===== config.mk =====
export PLATFORM = sky130hd
export DESIGN_NAME = ppg_pulse_rate_detector_top
export DESIGN_NICKNAME = d
export VERILOG_FILES = /design/src/hw/rtl/pprd_pkg.sv /design/src/hw/rtl/pprd_ctrl.sv /design/src/hw/rtl/pprd_dp.sv /design/src/hw/rtl/ppg_pulse_rate_detector_top.sv
export SDC_FILE = /design/constraint.sdc
export NUM_CORES = 2
export LEC_CHECK = 0
export ABC_CLOCK_PERIOD_IN_PS = 27800
export BUFFER_PORTS_ARGS = -buffer_cell sky130_fd_sc_hd__buf_2
export CORE_MARGIN = 10
export CORE_UTILIZATION = 55
export DETAILED_ROUTE_END_ITERATION = 10
export GPL_TIMING_DRIVEN = 0
export PLACE_DENSITY = 0.71
export SYNTH_ARGS = -nofsm -noshare
export SYNTH_HDL_FRONTEND = slang
export SYNTH_HIERARCHICAL = 1
export SYNTH_SLANG_ARGS = --single-unit

===== constraint.sdc =====
create_clock -name i_clk -period 27.8 [get_ports i_clk]
set_clock_uncertainty 0.1 [all_clocks]
set_input_delay 5.56 -clock i_clk [delete_from_list [all_inputs] [get_ports i_clk]]
set_output_delay 5.56 -clock i_clk [all_outputs]
set_load 0.02 [all_outputs]

===== src/hw/rtl/pprd_pkg.sv =====
// Shared types and constants for the PPG pulse rate detector.
// Used by pprd_ctrl, pprd_dp and ppg_pulse_rate_detector_top; no dependencies.
package pprd_pkg;

    // Fixed field widths
    localparam int FRAC_BITS  = 16;   // fraction bits of the average and of alpha
    localparam int TIME_W     = 32;   // timestamps and window levels
    localparam int CFG_W      = 16;   // every config register
    localparam int CFG_IDX_W  = 8;    // register index on the config port
    localparam int RATE_W     = 16;   // pulse rate

    // Rate divider: 60000 / interval, one quotient bit per cycle
    localparam logic [RATE_W-1:0] BPM_NUM = 16'd60000;
    localparam int DIV_STEPS  = RATE_W;
    localparam int DIV_CNT_W  = $clog2(DIV_STEPS);

    // Config register map
    typedef enum logic [CFG_IDX_W-1:0] {
        CFG_EMA_ALPHA     = 8'd0,
        CFG_STALE_MS      = 8'd1,
        CFG_REFRACTORY_MS = 8'd2,
        CFG_WARMUP_MS     = 8'd3
    } t_cfg_idx;

    localparam logic [CFG_W-1:0] RST_EMA_ALPHA     = 16'd3932;
    localparam logic [CFG_W-1:0] RST_STALE_MS      = 16'd4000;
    localparam logic [CFG_W-1:0] RST_REFRACTORY_MS = 16'd500;
    localparam logic [CFG_W-1:0] RST_WARMUP_MS     = 16'd10;

    // Controller states
    typedef enum logic [3:0] {
        ST_IDLE,
        ST_MUL_A,
        ST_MUL_B,
        ST_SUM,
        ST_EXTREME,
        ST_WINDOW,
        ST_PEAK,
        ST_DIVIDE,
        ST_OUTPUT
    } t_state;

    // Controller to datapath
    typedef struct packed {
        logic capture;
        logic mul_a;
        logic mul_b;
        logic sum;
        logic extreme;
        logic window;
        logic peak;
        logic div_step;
        logic div_last;
        logic load_out;
    } t_dp_cmd;

    // Datapath to controller
    typedef struct packed {
        logic peak_hit;
    } t_dp_stat;

endpackage


===== src/hw/rtl/pprd_ctrl.sv =====
// Sequencing controller for the pulse rate detector.
// Depends on pprd_pkg; drives pprd_dp through t_dp_cmd.
module pprd_ctrl (
    input  logic               i_clk,
    input  logic               i_rst_n,
    input  logic               i_in_valid,
    output logic               o_in_stall,
    output logic               o_out_valid,
    input  logic               i_out_stall,
    input  pprd_pkg::t_dp_stat i_stat,
    output pprd_pkg::t_dp_cmd  o_cmd
);
    import pprd_pkg::*;

    localparam logic [DIV_CNT_W-1:0] DIV_LAST = DIV_CNT_W'(DIV_STEPS - 1);

    t_state               r_state, n_state;
    logic [DIV_CNT_W-1:0] r_div_cnt, n_div_cnt;
    logic                 r_out_valid;
    logic                 out_free;
    logic                 div_done;

    assign out_free = !r_out_valid || !i_out_stall;
    assign div_done = (r_div_cnt == DIV_LAST);

    // Next state
    always_comb begin
        n_state = r_state;
        case (r_state)
            ST_IDLE:    if (i_in_valid) n_state = ST_MUL_A;
            ST_MUL_A:   n_state = ST_MUL_B;
            ST_MUL_B:   n_state = ST_SUM;
            ST_SUM:     n_state = ST_EXTREME;
            ST_EXTREME: n_state = ST_WINDOW;
            ST_WINDOW:  n_state = ST_PEAK;
            ST_PEAK:    n_state = i_stat.peak_hit ? ST_DIVIDE : ST_OUTPUT;
            ST_DIVIDE:  if (div_done) n_state = ST_OUTPUT;
            ST_OUTPUT:  if (out_free) n_state = ST_IDLE;
            default:    n_state = ST_IDLE;
        endcase
    end

    // Divider step counter
    always_comb begin
        n_div_cnt = r_div_cnt;
        if (r_state == ST_PEAK) begin
            n_div_cnt = '0;
        end else if (r_state == ST_DIVIDE) begin
            n_div_cnt = r_div_cnt + 1'b1;
        end
    end

    // Commands
    always_comb begin
        o_cmd = '0;
        case (r_state)
            ST_IDLE:    o_cmd.capture  = i_in_valid;
            ST_MUL_A:   o_cmd.mul_a    = 1'b1;
            ST_MUL_B:   o_cmd.mul_b    = 1'b1;
            ST_SUM:     o_cmd.sum      = 1'b1;
            ST_EXTREME: o_cmd.extreme  = 1'b1;
            ST_WINDOW:  o_cmd.window   = 1'b1;
            ST_PEAK:    o_cmd.peak     = 1'b1;
            ST_DIVIDE: begin
                o_cmd.div_step = 1'b1;
                o_cmd.div_last = div_done;
            end
            ST_OUTPUT:  o_cmd.load_out = out_free;
            default:    o_cmd = '0;
        endcase
    end

    assign o_in_stall  = (r_state != ST_IDLE);
    assign o_out_valid = r_out_valid;

    always_ff @(posedge i_clk) begin
        if (!i_rst_n) begin
            r_state     <= ST_IDLE;
            r_div_cnt   <= '0;
            r_out_valid <= 1'b0;
        end else begin
            r_state   <= n_state;
            r_div_cnt <= n_div_cnt;
            if (o_cmd.load_out) begin
                r_out_valid <= 1'b1;
            end else if (!i_out_stall) begin
                r_out_valid <= 1'b0;
            end
        end
    end

`ifndef SYNTHESIS
    a_accept_starts: assert property (@(posedge i_clk) disable iff (!i_rst_n)
        (i_in_valid && !o_in_stall) |=> (r_state == ST_MUL_A))
        else $error("accepted beat did not start the multiply");

    a_out_from_output: assert property (@(posedge i_clk) disable iff (!i_rst_n)
        $rose(r_out_valid) |-> ($past(r_state) == ST_OUTPUT))
        else $error("result raised outside the output state");

    a_peak_divides: assert property (@(posedge i_clk) disable iff (!i_rst_n)
        (r_state == ST_PEAK && i_stat.peak_hit) |=>
        (r_state == ST_DIVIDE && r_div_cnt == '0))
        else $error("peak did not start a fresh division");

    a_div_ends: assert property (@(posedge i_clk) disable iff (!i_rst_n)
        (r_state == ST_DIVIDE && div_done) |=> (r_state == ST_OUTPUT))
        else $error("division did not finish after the last step");
`endif

endmodule


===== src/hw/rtl/pprd_dp.sv =====
// Datapath of the pulse rate detector: shared multiplier, average, window,
// peak test and restoring rate divider. Depends on pprd_pkg.
module pprd_dp #(
    parameter int SAMPLE_BITS = 12
) (
    input  logic                           i_clk,
    input  logic                           i_rst_n,
    input  pprd_pkg::t_dp_cmd              i_cmd,
    output pprd_pkg::t_dp_stat             o_stat,
    input  logic [SAMPLE_BITS-1:0]         i_sample,
    input  logic [pprd_pkg::TIME_W-1:0]    i_time_ms,
    input  logic [pprd_pkg::CFG_W-1:0]     i_ema_alpha,
    input  logic [pprd_pkg::CFG_W-1:0]     i_stale_ms,
    input  logic [pprd_pkg::CFG_W-1:0]     i_refractory_ms,
    input  logic [pprd_pkg::CFG_W-1:0]     i_warmup_ms,
    output logic [SAMPLE_BITS-1:0]         o_filtered,
    output logic [pprd_pkg::RATE_W-1:0]    o_pulse_bpm,
    output logic                           o_peak_found
);
    import pprd_pkg::*;

    localparam int AVG_W  = SAMPLE_BITS + FRAC_BITS;
    localparam int WGT_W  = FRAC_BITS + 1;
    localparam int PROD_W = WGT_W + AVG_W;
    localparam int EXT_W  = TIME_W + FRAC_BITS;
    localparam logic [WGT_W-1:0] WGT_ONE = WGT_W'(1) << FRAC_BITS;

    // Captured beat
    logic [SAMPLE_BITS-1:0] r_sample;
    logic [TIME_W-1:0]      r_time;

    // Average
    logic [AVG_W-1:0]       r_term;
    logic [PROD_W-1:0]      r_prod;
    logic [AVG_W-1:0]       r_avg;

    // Window and peak history
    logic [TIME_W-1:0]      r_max_lvl, r_max_time, r_min_lvl, r_min_time;
    logic [SAMPLE_BITS-1:0] r_prior_lvl, r_older_lvl;
    logic [TIME_W-1:0]      r_prior_time, r_peak_time;
    logic [RATE_W-1:0]      r_rate;
    logic                   r_peak;

    // Divider
    logic [TIME_W-1:0]      r_den;
    logic [RATE_W-1:0]      r_quo, n_quo;
    logic [RATE_W-1:0]      r_rem, n_rem;

    // Result register
    logic [SAMPLE_BITS-1:0] r_out_filt;
    logic [RATE_W-1:0]      r_out_bpm;
    logic                   r_out_peak;

    logic [WGT_W-1:0]       mul_x;
    logic [AVG_W-1:0]       mul_y;
    logic [PROD_W-1:0]      mul_p;
    logic [PROD_W-1:0]      acc;
    logic [AVG_W-1:0]       n_avg;
    logic [SAMPLE_BITS-1:0] lvl;
    logic [TIME_W-1:0]      lvl_w;
    logic                   max_hit, min_hit;
    logic [TIME_W-1:0]      span;
    logic                   nudge;
    logic [TIME_W-1:0]      thr, interval;
    logic                   peak_hit;
    logic [RATE_W:0]        rem_sh;
    logic                   quo_bit;

    // Shared multiplier: alpha * sample, then (1 - alpha) * average
    always_comb begin
        if (i_cmd.mul_a) begin
            mul_x = WGT_W'(i_ema_alpha);
            mul_y = AVG_W'(r_sample);
        end else begin
            mul_x = WGT_ONE - WGT_W'(i_ema_alpha);
            mul_y = r_avg;
        end
    end
    assign mul_p = mul_x * mul_y;

    // Weighted sum, scaled back to Q.16
    assign acc   = PROD_W'({r_term, FRAC_BITS'(0)}) + r_prod;
    assign n_avg = acc[AVG_W+FRAC_BITS-1:FRAC_BITS];

    assign lvl   = r_avg[AVG_W-1:FRAC_BITS];
    assign lvl_w = TIME_W'(lvl);

    // Extreme replacement tests
    assign max_hit = (EXT_W'(r_avg) > {r_max_lvl, FRAC_BITS'(0)}) ||
                     (r_time > r_max_time + TIME_W'(i_stale_ms));
    assign min_hit = (EXT_W'(r_avg) < {r_min_lvl, FRAC_BITS'(0)}) ||
                     (r_time > r_min_time + TIME_W'(i_stale_ms));

    // Window rule: after warmup, any nonzero span pulls the older extreme in by one
    assign span  = r_max_lvl - r_min_lvl;
    assign nudge = (span != '0) && (r_time > TIME_W'(i_warmup_ms));

    // Peak test on the previous level
    assign thr      = r_max_lvl - r_min_lvl - 1'b1;
    assign interval = r_prior_time - r_peak_time;
    assign peak_hit = (TIME_W'(r_prior_lvl) > thr) &&
                      ({r_prior_lvl, FRAC_BITS'(0)} >= r_avg) &&
                      (r_prior_lvl >= r_older_lvl) &&
                      (interval > TIME_W'(i_refractory_ms));
    assign o_stat.peak_hit = peak_hit;

    // One restoring division step
    always_comb begin
        rem_sh  = {r_rem, r_quo[RATE_W-1]};
        quo_bit = (TIME_W'(rem_sh) >= r_den);
        n_rem   = quo_bit ? RATE_W'(rem_sh - r_den[RATE_W:0]) : RATE_W'(rem_sh);
        n_quo   = {r_quo[RATE_W-2:0], quo_bit};
    end

    always_ff @(posedge i_clk) begin
        if (!i_rst_n) begin
            r_avg        <= '0;
            r_max_lvl    <= '0;
            r_max_time   <= '0;
            r_min_lvl    <= '0;
            r_min_time   <= '0;
            r_prior_lvl  <= '0;
            r_prior_time <= '0;
            r_older_lvl  <= '0;
            r_peak_time  <= '0;
            r_rate       <= '0;
        end else begin
            if (i_cmd.sum) begin
                r_avg <= n_avg;
            end
            if (i_cmd.extreme) begin
                if (max_hit) begin
                    r_max_lvl  <= lvl_w;
                    r_max_time <= r_time;
                end else if (min_hit) begin
                    r_min_lvl  <= lvl_w;
                    r_min_time <= r_time;
                end
            end
            if (i_cmd.window && nudge) begin
                if (r_max_time > r_min_time) begin
                    r_min_lvl  <= r_min_lvl + 1'b1;
                    r_min_time <= r_max_time - 1'b1;
                end else begin
                    r_max_lvl  <= r_max_lvl - 1'b1;
                    r_max_time <= r_min_time - 1'b1;
                end
            end
            if (i_cmd.peak) begin
                if (peak_hit) begin
                    r_peak_time <= r_prior_time;
                end
                r_older_lvl  <= r_prior_lvl;
                r_prior_lvl  <= lvl;
                r_prior_time <= r_time;
            end
            if (i_cmd.div_last) begin
                r_rate <= n_quo;
            end
        end
    end

    // Payload registers
    always_ff @(posedge i_clk) begin
        if (i_cmd.capture) begin
            r_sample <= i_sample;
            r_time   <= i_time_ms;
        end
        if (i_cmd.mul_a) begin
            r_term <= AVG_W'(mul_p);
        end
        if (i_cmd.mul_b) begin
            r_prod <= mul_p;
        end
        if (i_cmd.peak) begin
            r_peak <= peak_hit;
            r_den  <= interval;
            r_quo  <= BPM_NUM;
            r_rem  <= '0;
        end
        if (i_cmd.div_step) begin
            r_quo <= n_quo;
            r_rem <= n_rem;
        end
        if (i_cmd.load_out) begin
            r_out_filt <= lvl;
            r_out_bpm  <= r_rate;
            r_out_peak <= r_peak;
        end
    end

    assign o_filtered   = r_out_filt;
    assign o_pulse_bpm  = r_out_bpm;
    assign o_peak_found = r_out_peak;

`ifndef SYNTHESIS
    a_div_nonzero: assert property (@(posedge i_clk) disable iff (!i_rst_n)
        i_cmd.div_step |-> (r_den != '0))
        else $error("rate division by a zero interval");

    a_peak_loads_time: assert property (@(posedge i_clk) disable iff (!i_rst_n)
        (i_cmd.peak && peak_hit) |=> (r_peak_time == $past(r_prior_time)))
        else $error("peak time not taken from the previous sample");

    a_avg_bounded: assert property (@(posedge i_clk) disable iff (!i_rst_n)
        i_cmd.sum |=> (r_avg <= $past(r_avg) ||
                       r_avg[AVG_W-1:FRAC_BITS] <= $past(r_sample)))
        else $error("average rose above the new sample");
`endif

endmodule


===== src/hw/rtl/ppg_pulse_rate_detector_top.sv =====
// PPG pulse rate detector, top level: configuration registers and the
// controller/datapath pair. Depends on pprd_pkg, pprd_ctrl and pprd_dp.
//
// Usage:
//   Input channel  (i_in_valid / o_in_stall): one beat = i_sample + i_time_ms.
//   Output channel (o_out_valid / i_out_stall): one beat per input beat,
//     carrying o_filtered, o_pulse_bpm and o_peak_found.
//   Config channel (i_cfg_valid / o_cfg_ready, always ready): index 0 alpha,
//     1 stale time, 2 refractory time, 3 warmup time; other indexes ignored.
//     Write only while no beat is in flight.
// Sequencing: one beat at a time. The result is registered after the
//   multiply, sum, extreme, window and peak states, and after the serial
//   divide for the rate when a peak is found. The next beat is taken once
//   the block is back in idle after the result is loaded.
// The stages run in order through one shared 17-bit by (SAMPLE_BITS+16)-bit
//   multiplier (two passes) and the one-bit-per-cycle divider.
// Stall: a held result keeps the block in its output state; it takes no new
//   beat until the result register frees up.
// Reset (i_rst_n low, synchronous): config registers take their defaults,
//   average, window, history and rate clear to zero, no result pending.
module ppg_pulse_rate_detector_top #(
    parameter int SAMPLE_BITS = 12
) (
    input  logic                             i_clk,
    input  logic                             i_rst_n,
    input  logic                             i_in_valid,
    output logic                             o_in_stall,
    input  logic [SAMPLE_BITS-1:0]           i_sample,
    input  logic [pprd_pkg::TIME_W-1:0]      i_time_ms,
    output logic                             o_out_valid,
    input  logic                             i_out_stall,
    output logic [SAMPLE_BITS-1:0]           o_filtered,
    output logic [pprd_pkg::RATE_W-1:0]      o_pulse_bpm,
    output logic                             o_peak_found,
    input  logic                             i_cfg_valid,
    output logic                             o_cfg_ready,
    input  logic [pprd_pkg::CFG_IDX_W-1:0]   i_cfg_index,
    input  logic [pprd_pkg::CFG_W-1:0]       i_cfg_data
);
    import pprd_pkg::*;

    logic [CFG_W-1:0] r_ema_alpha, r_stale_ms, r_refractory_ms, r_warmup_ms;
    t_dp_cmd          cmd;
    t_dp_stat         stat;

    assign o_cfg_ready = 1'b1;

    // Configuration registers
    always_ff @(posedge i_clk) begin
        if (!i_rst_n) begin
            r_ema_alpha     <= RST_EMA_ALPHA;
            r_stale_ms      <= RST_STALE_MS;
            r_refractory_ms <= RST_REFRACTORY_MS;
            r_warmup_ms     <= RST_WARMUP_MS;
        end else if (i_cfg_valid && o_cfg_ready) begin
            case (i_cfg_index)
                CFG_EMA_ALPHA:     r_ema_alpha     <= i_cfg_data;
                CFG_STALE_MS:      r_stale_ms      <= i_cfg_data;
                CFG_REFRACTORY_MS: r_refractory_ms <= i_cfg_data;
                CFG_WARMUP_MS:     r_warmup_ms     <= i_cfg_data;
                default: ;
            endcase
        end
    end

    pprd_ctrl u_ctrl (
        .i_clk       (i_clk),
        .i_rst_n     (i_rst_n),
        .i_in_valid  (i_in_valid),
        .o_in_stall  (o_in_stall),
        .o_out_valid (o_out_valid),
        .i_out_stall (i_out_stall),
        .i_stat      (stat),
        .o_cmd       (cmd)
    );

    pprd_dp #(
        .SAMPLE_BITS (SAMPLE_BITS)
    ) u_dp (
        .i_clk           (i_clk),
        .i_rst_n         (i_rst_n),
        .i_cmd           (cmd),
        .o_stat          (stat),
        .i_sample        (i_sample),
        .i_time_ms       (i_time_ms),
        .i_ema_alpha     (r_ema_alpha),
        .i_stale_ms      (r_stale_ms),
        .i_refractory_ms (r_refractory_ms),
        .i_warmup_ms     (r_warmup_ms),
        .o_filtered      (o_filtered),
        .o_pulse_bpm     (o_pulse_bpm),
        .o_peak_found    (o_peak_found)
    );

endmodule

==> summary.md <==
| Metric | Value |
|---|---|
| CP peak stage delay | `1.01 ns` |
| Violated checks | `max-capacitance violations, max-slew violations` |
| CP Launch Type | `flop` |
| # H-tree levels | `2` |
| Data required time of the worst path | `between 20 and 30 ns` |
| Least-Margin Pin Slew | `around 1.6 ns` |
| Worst reg2reg startpoint | `u_ctrl/r_state[2]` |
| Post-Syn Nets | `around 6.6k` |
| Cells after synthesis | `~5.7k` |
| Sw Share | `0.443` |
| Slowest-stage cell, CP | `a2111oi_1` |
| Post-synth EDFFs | `194` |
| Synthesis-stage register bit count | `527` |
| Share of cells above drive strength 1 | `0.0545` |
| Iteration-0 DRC Markers | `around 3.9k` |
| Clock insertion delay at the later pin of the skew report | `about 0.68 ns` |
| Pre-CTS setup slack | `~15 ns` |
| Starting density of the core | `0.554` |
| Multiplexer share of the synthesized area | `0.0509` |
| Total Wirelength | `156 mm` |
| # rows | `110` |
| Vias per Instance | `5.95` |
| Logic gate share of total power | `0.519` |
| First-pass GRT wire length | `approximately 240 mm` |
| Crit path top cell by count | `fa_1` |
| Internal power | `2040 uW` |
| Clock network fraction of total power | `0.222` |
| Hold_buf cts | `0` |
| Number of distinct library cells after synthesis | `106` |
| Slew Viols, Final | `24` |
| Number of buffers created by CTS | `60` |
| Maximum clock insertion buffer count | `3` |
| Routed len/inst | `roughly 22 microns` |
| Synthesized area | `between 40000 and 50000 sq um` |
| GRT Resource Usage Total | `0.298` |
| Setup Total Neg Slack | `0 ns` |
| Flop2flop setup slack | `15.42 ns` |
| Post-layout worst setup margin | `15.42 ns` |
| GPL Wtd Cong | `around 1` |
| Max cap viols | `3` |
| IO Count | `approximately 110` |
| Fin. Hold Viols | `0` |
| Sequential share of power | `0.259` |
| Crit path DAT | `12.69 ns` |
| Leakage Power | `0.0237 uW` |
| VDD IR-drop max | `61.8 uV` |
| CP endpoint kind | `flop` |
| Total iterations of the first detailed-routing run | `6` |
| Min-delay src | `u_dp/r_peak` |
| CTS clk-pin slew, worst paths | `0.06 ns` |
| Cell area power density | `around 68 nW/um^2` |
| DRC Markers | `0` |
| Syn avg cell area | `8.75 sq um` |
| Fmax | `0.0808 GHz` |
| Post-Synth Adder-Cell Area | `0.270` |
| # port buffers | `103` |
| Largest net degree at the start of global routing | `33` |
| Hold Path Class | `flop to flop` |
| Vias | `approximately 42k` |
| NumNets Final | `6786` |
| Final period util | `0.445` |
| Layout area overhead | `8.50%` |
| Synth Area in Compound Gates | `0.126` |
| Antenna viol nets, final | `0` |
| R2r endpoint | `u_dp/r_prod[42]` |
| Finished Layout Cells | `7100` |
| Yosys warns | `6` |
| Core ar. | `90000 sq um` |
| DP HPWL | `125 mm` |
| Post-synthesis xor/xnor area fraction | `0.0478` |
| Hold Path Stages | `0` |
| Clock Tree Root | `clkbuf_16` |
| Die Wd | `321 microns` |
| CP Class | `flop to flop` |
| Vias in the first global route | `41.1k` |
| CTS tree | `built` |
| Max_slew headroom | `-0.0689` |
| Die Area | `between 100000 and 150000 sq um` |
| Die extent in y | `321 microns` |
| Crit Path Max Fanout | `12` |
| Sink Count | `approximately 530` |
| Tmin final | `12.38 ns` |
| Run status | `complete, but fails checks` |
| Initial antenna violation count | `4` |
| Share of synthesized registers carrying an async set or reset | `0` |
| Psw | `roughly 1600 uW` |
| Post-synthesis simple-gate area fraction | `0.176` |
| N_diodes | `0` |
| Final setup violation count | `0` |
| Post-CTS Resized | `0` |
| Placed Cells | `approximately 7.0k` |
| Ys flop type | `dfxtp_1` |
| R2r worst-path depth | `32` |
| Post-CTS Setup Bufs | `0` |
| Largest family of logic cells by synthesized area | `adder cells` |
| RSZ-0062 raised after global routing | `false` |
| Sequential-to-total area share from yosys stat | `0.251` |
| Hold endpoint | `u_dp/o_peak_found` |
| GRT overflow | `0` |
## logic make-up (layout without fill, tap and decap cells)
kind of cell,count (synthesis),in the layout
AND/OR/NAND/NOR,1842,1842
buffers and inverters,991,1218
AO/OA/AOI/OAI,972,972
adder cells (fa/ha/maj),841,841
flip-flops,527,527
XOR/XNOR,271,271
multiplexers,252,252
other,1,1
## synth_stat cells, types with 151 or more instances
master / count / area, sq um
nor2_1: 445 / 1670
xnor2_1: 159 / 1390
inv_1: 757 / 2840
dfxtp_1: 333 / 6670
mux2i_1: 239 / 2390
ha_1: 447 / 5590
a21oi_1: 333 / 1670
edfxtp_1: 194 / 5830
o21ai_0: 151 / 756
fa_1: 394 / 7890
nand2_1: 663 / 2490
clkbuf_1: 185 / 694
## metrics by stage
stage	utilization	total power, uW	instance area, sq um	hold slack (ns)
2_1_floorplan	-	2270	49900	0.300
3_3_place_gp	0.576	2790	51800	0.308
3_5_place_dp	0.578	2830	52100	0.307
4_1_cts	0.601	3650	54100	0.322
5_1_grt	0.601	3920	54100	0.329
6_report	0.601	3670	54100	0.322
## power groups by stage
stage	Sequential, uW	Combinational [uW]	Clock, uW
after floorplan	929	1340	0
after global placement	967	1830	0
after detailed placement	965	1860	0
after CTS	949	1880	826
after global routing	954	2110	856
final	952	1900	815
## area by class of cell
type / instances / area (sq um)
clock buffer: 68 / 1570
clock inverter: 46 / 465
sequential: 527 / 12500
buffer: 232 / 1040
timing repair buffer: 113 / 667
tap: 1176 / 1470
fill: 8066 / 35900
inverter: 759 / 2850
multi-input combinational: 4179 / 33600
## placed cells by master, fill, tap and decap left out, types with 110 or more instances in the layout
cell type and n:
edfxtp_1 194, mux2i_1 239, o21ai_0 151, dfxtp_1 333, inv_1 757, ha_1 447
nand2_1 663, a21oi_1 332, buf_2 113, a21o_1 110, nor2_1 443, clkbuf_1 189
fa_1 394, xnor2_1 159
## routing by layer
metal | track usage | vias up | wire, microns
met1 | 0.396 | 20400 | 64700
li1 | - | 19700 | -
met5 | 0 | - | 15
met4 | 0.130 | 2 | 7590
met3 | 0.0848 | 348 | 17100
met2 | 0.447 | 1852 | 66500
## state kept, by name (all words and copies together) (netlist names), 12 cells and up
name	count
r_ema_alpha	16
u_dp/r_min_time	32
u_dp/r_max_lvl	32
u_dp/r_time	32
u_dp/r_sample	12
u_dp/r_max_time	32
u_dp/r_rate	16
u_dp/r_peak_time	32
u_dp/r_older_lvl	12
u_dp/r_prior_time	32
u_dp/r_den	32
u_dp/r_prod	28
u_dp/o_pulse_bpm	16
r_refractory_ms	16
r_warmup_ms	16
u_dp/r_avg	28
u_dp/r_term	28
u_dp/r_min_lvl	32
u_dp/r_prior_lvl	12
u_dp/o_filtered	12
r_stale_ms	16
u_dp/r_quo	16
u_dp/r_rem	16
## worst max-delay path, delay by kind of cell, from the launching register on
family	cells	cell delay, ns
compound gates	7	3.32
xor+xnor	2	0.94
fa+ha+maj	7	3.34
buf+inv	10	2.76
flops	1	0.34
simple gates	6	1.29
## how the worst max path moves through the flow
stage / startpoint / to / slack, ns / depth (start not counted)
floorplan: u_ctrl/r_state[2] / u_dp/r_prod[42] / 17.01 / 29
global placement: u_ctrl/r_state[2] / u_dp/r_prod[42] / 12.06 / 29
detailed placement: u_ctrl/r_state[2] / u_dp/r_prod[42] / 15.31 / 32
CTS: u_ctrl/r_state[2] / u_dp/r_prod[42] / 15.28 / 32
global route: u_ctrl/r_state[2] / u_dp/r_prod[42] / 15.05 / 32
finish: u_ctrl/r_state[2] / u_dp/r_prod[42] / 15.42 / 32
No activity file was read; power rests on OpenSTA's default activity.
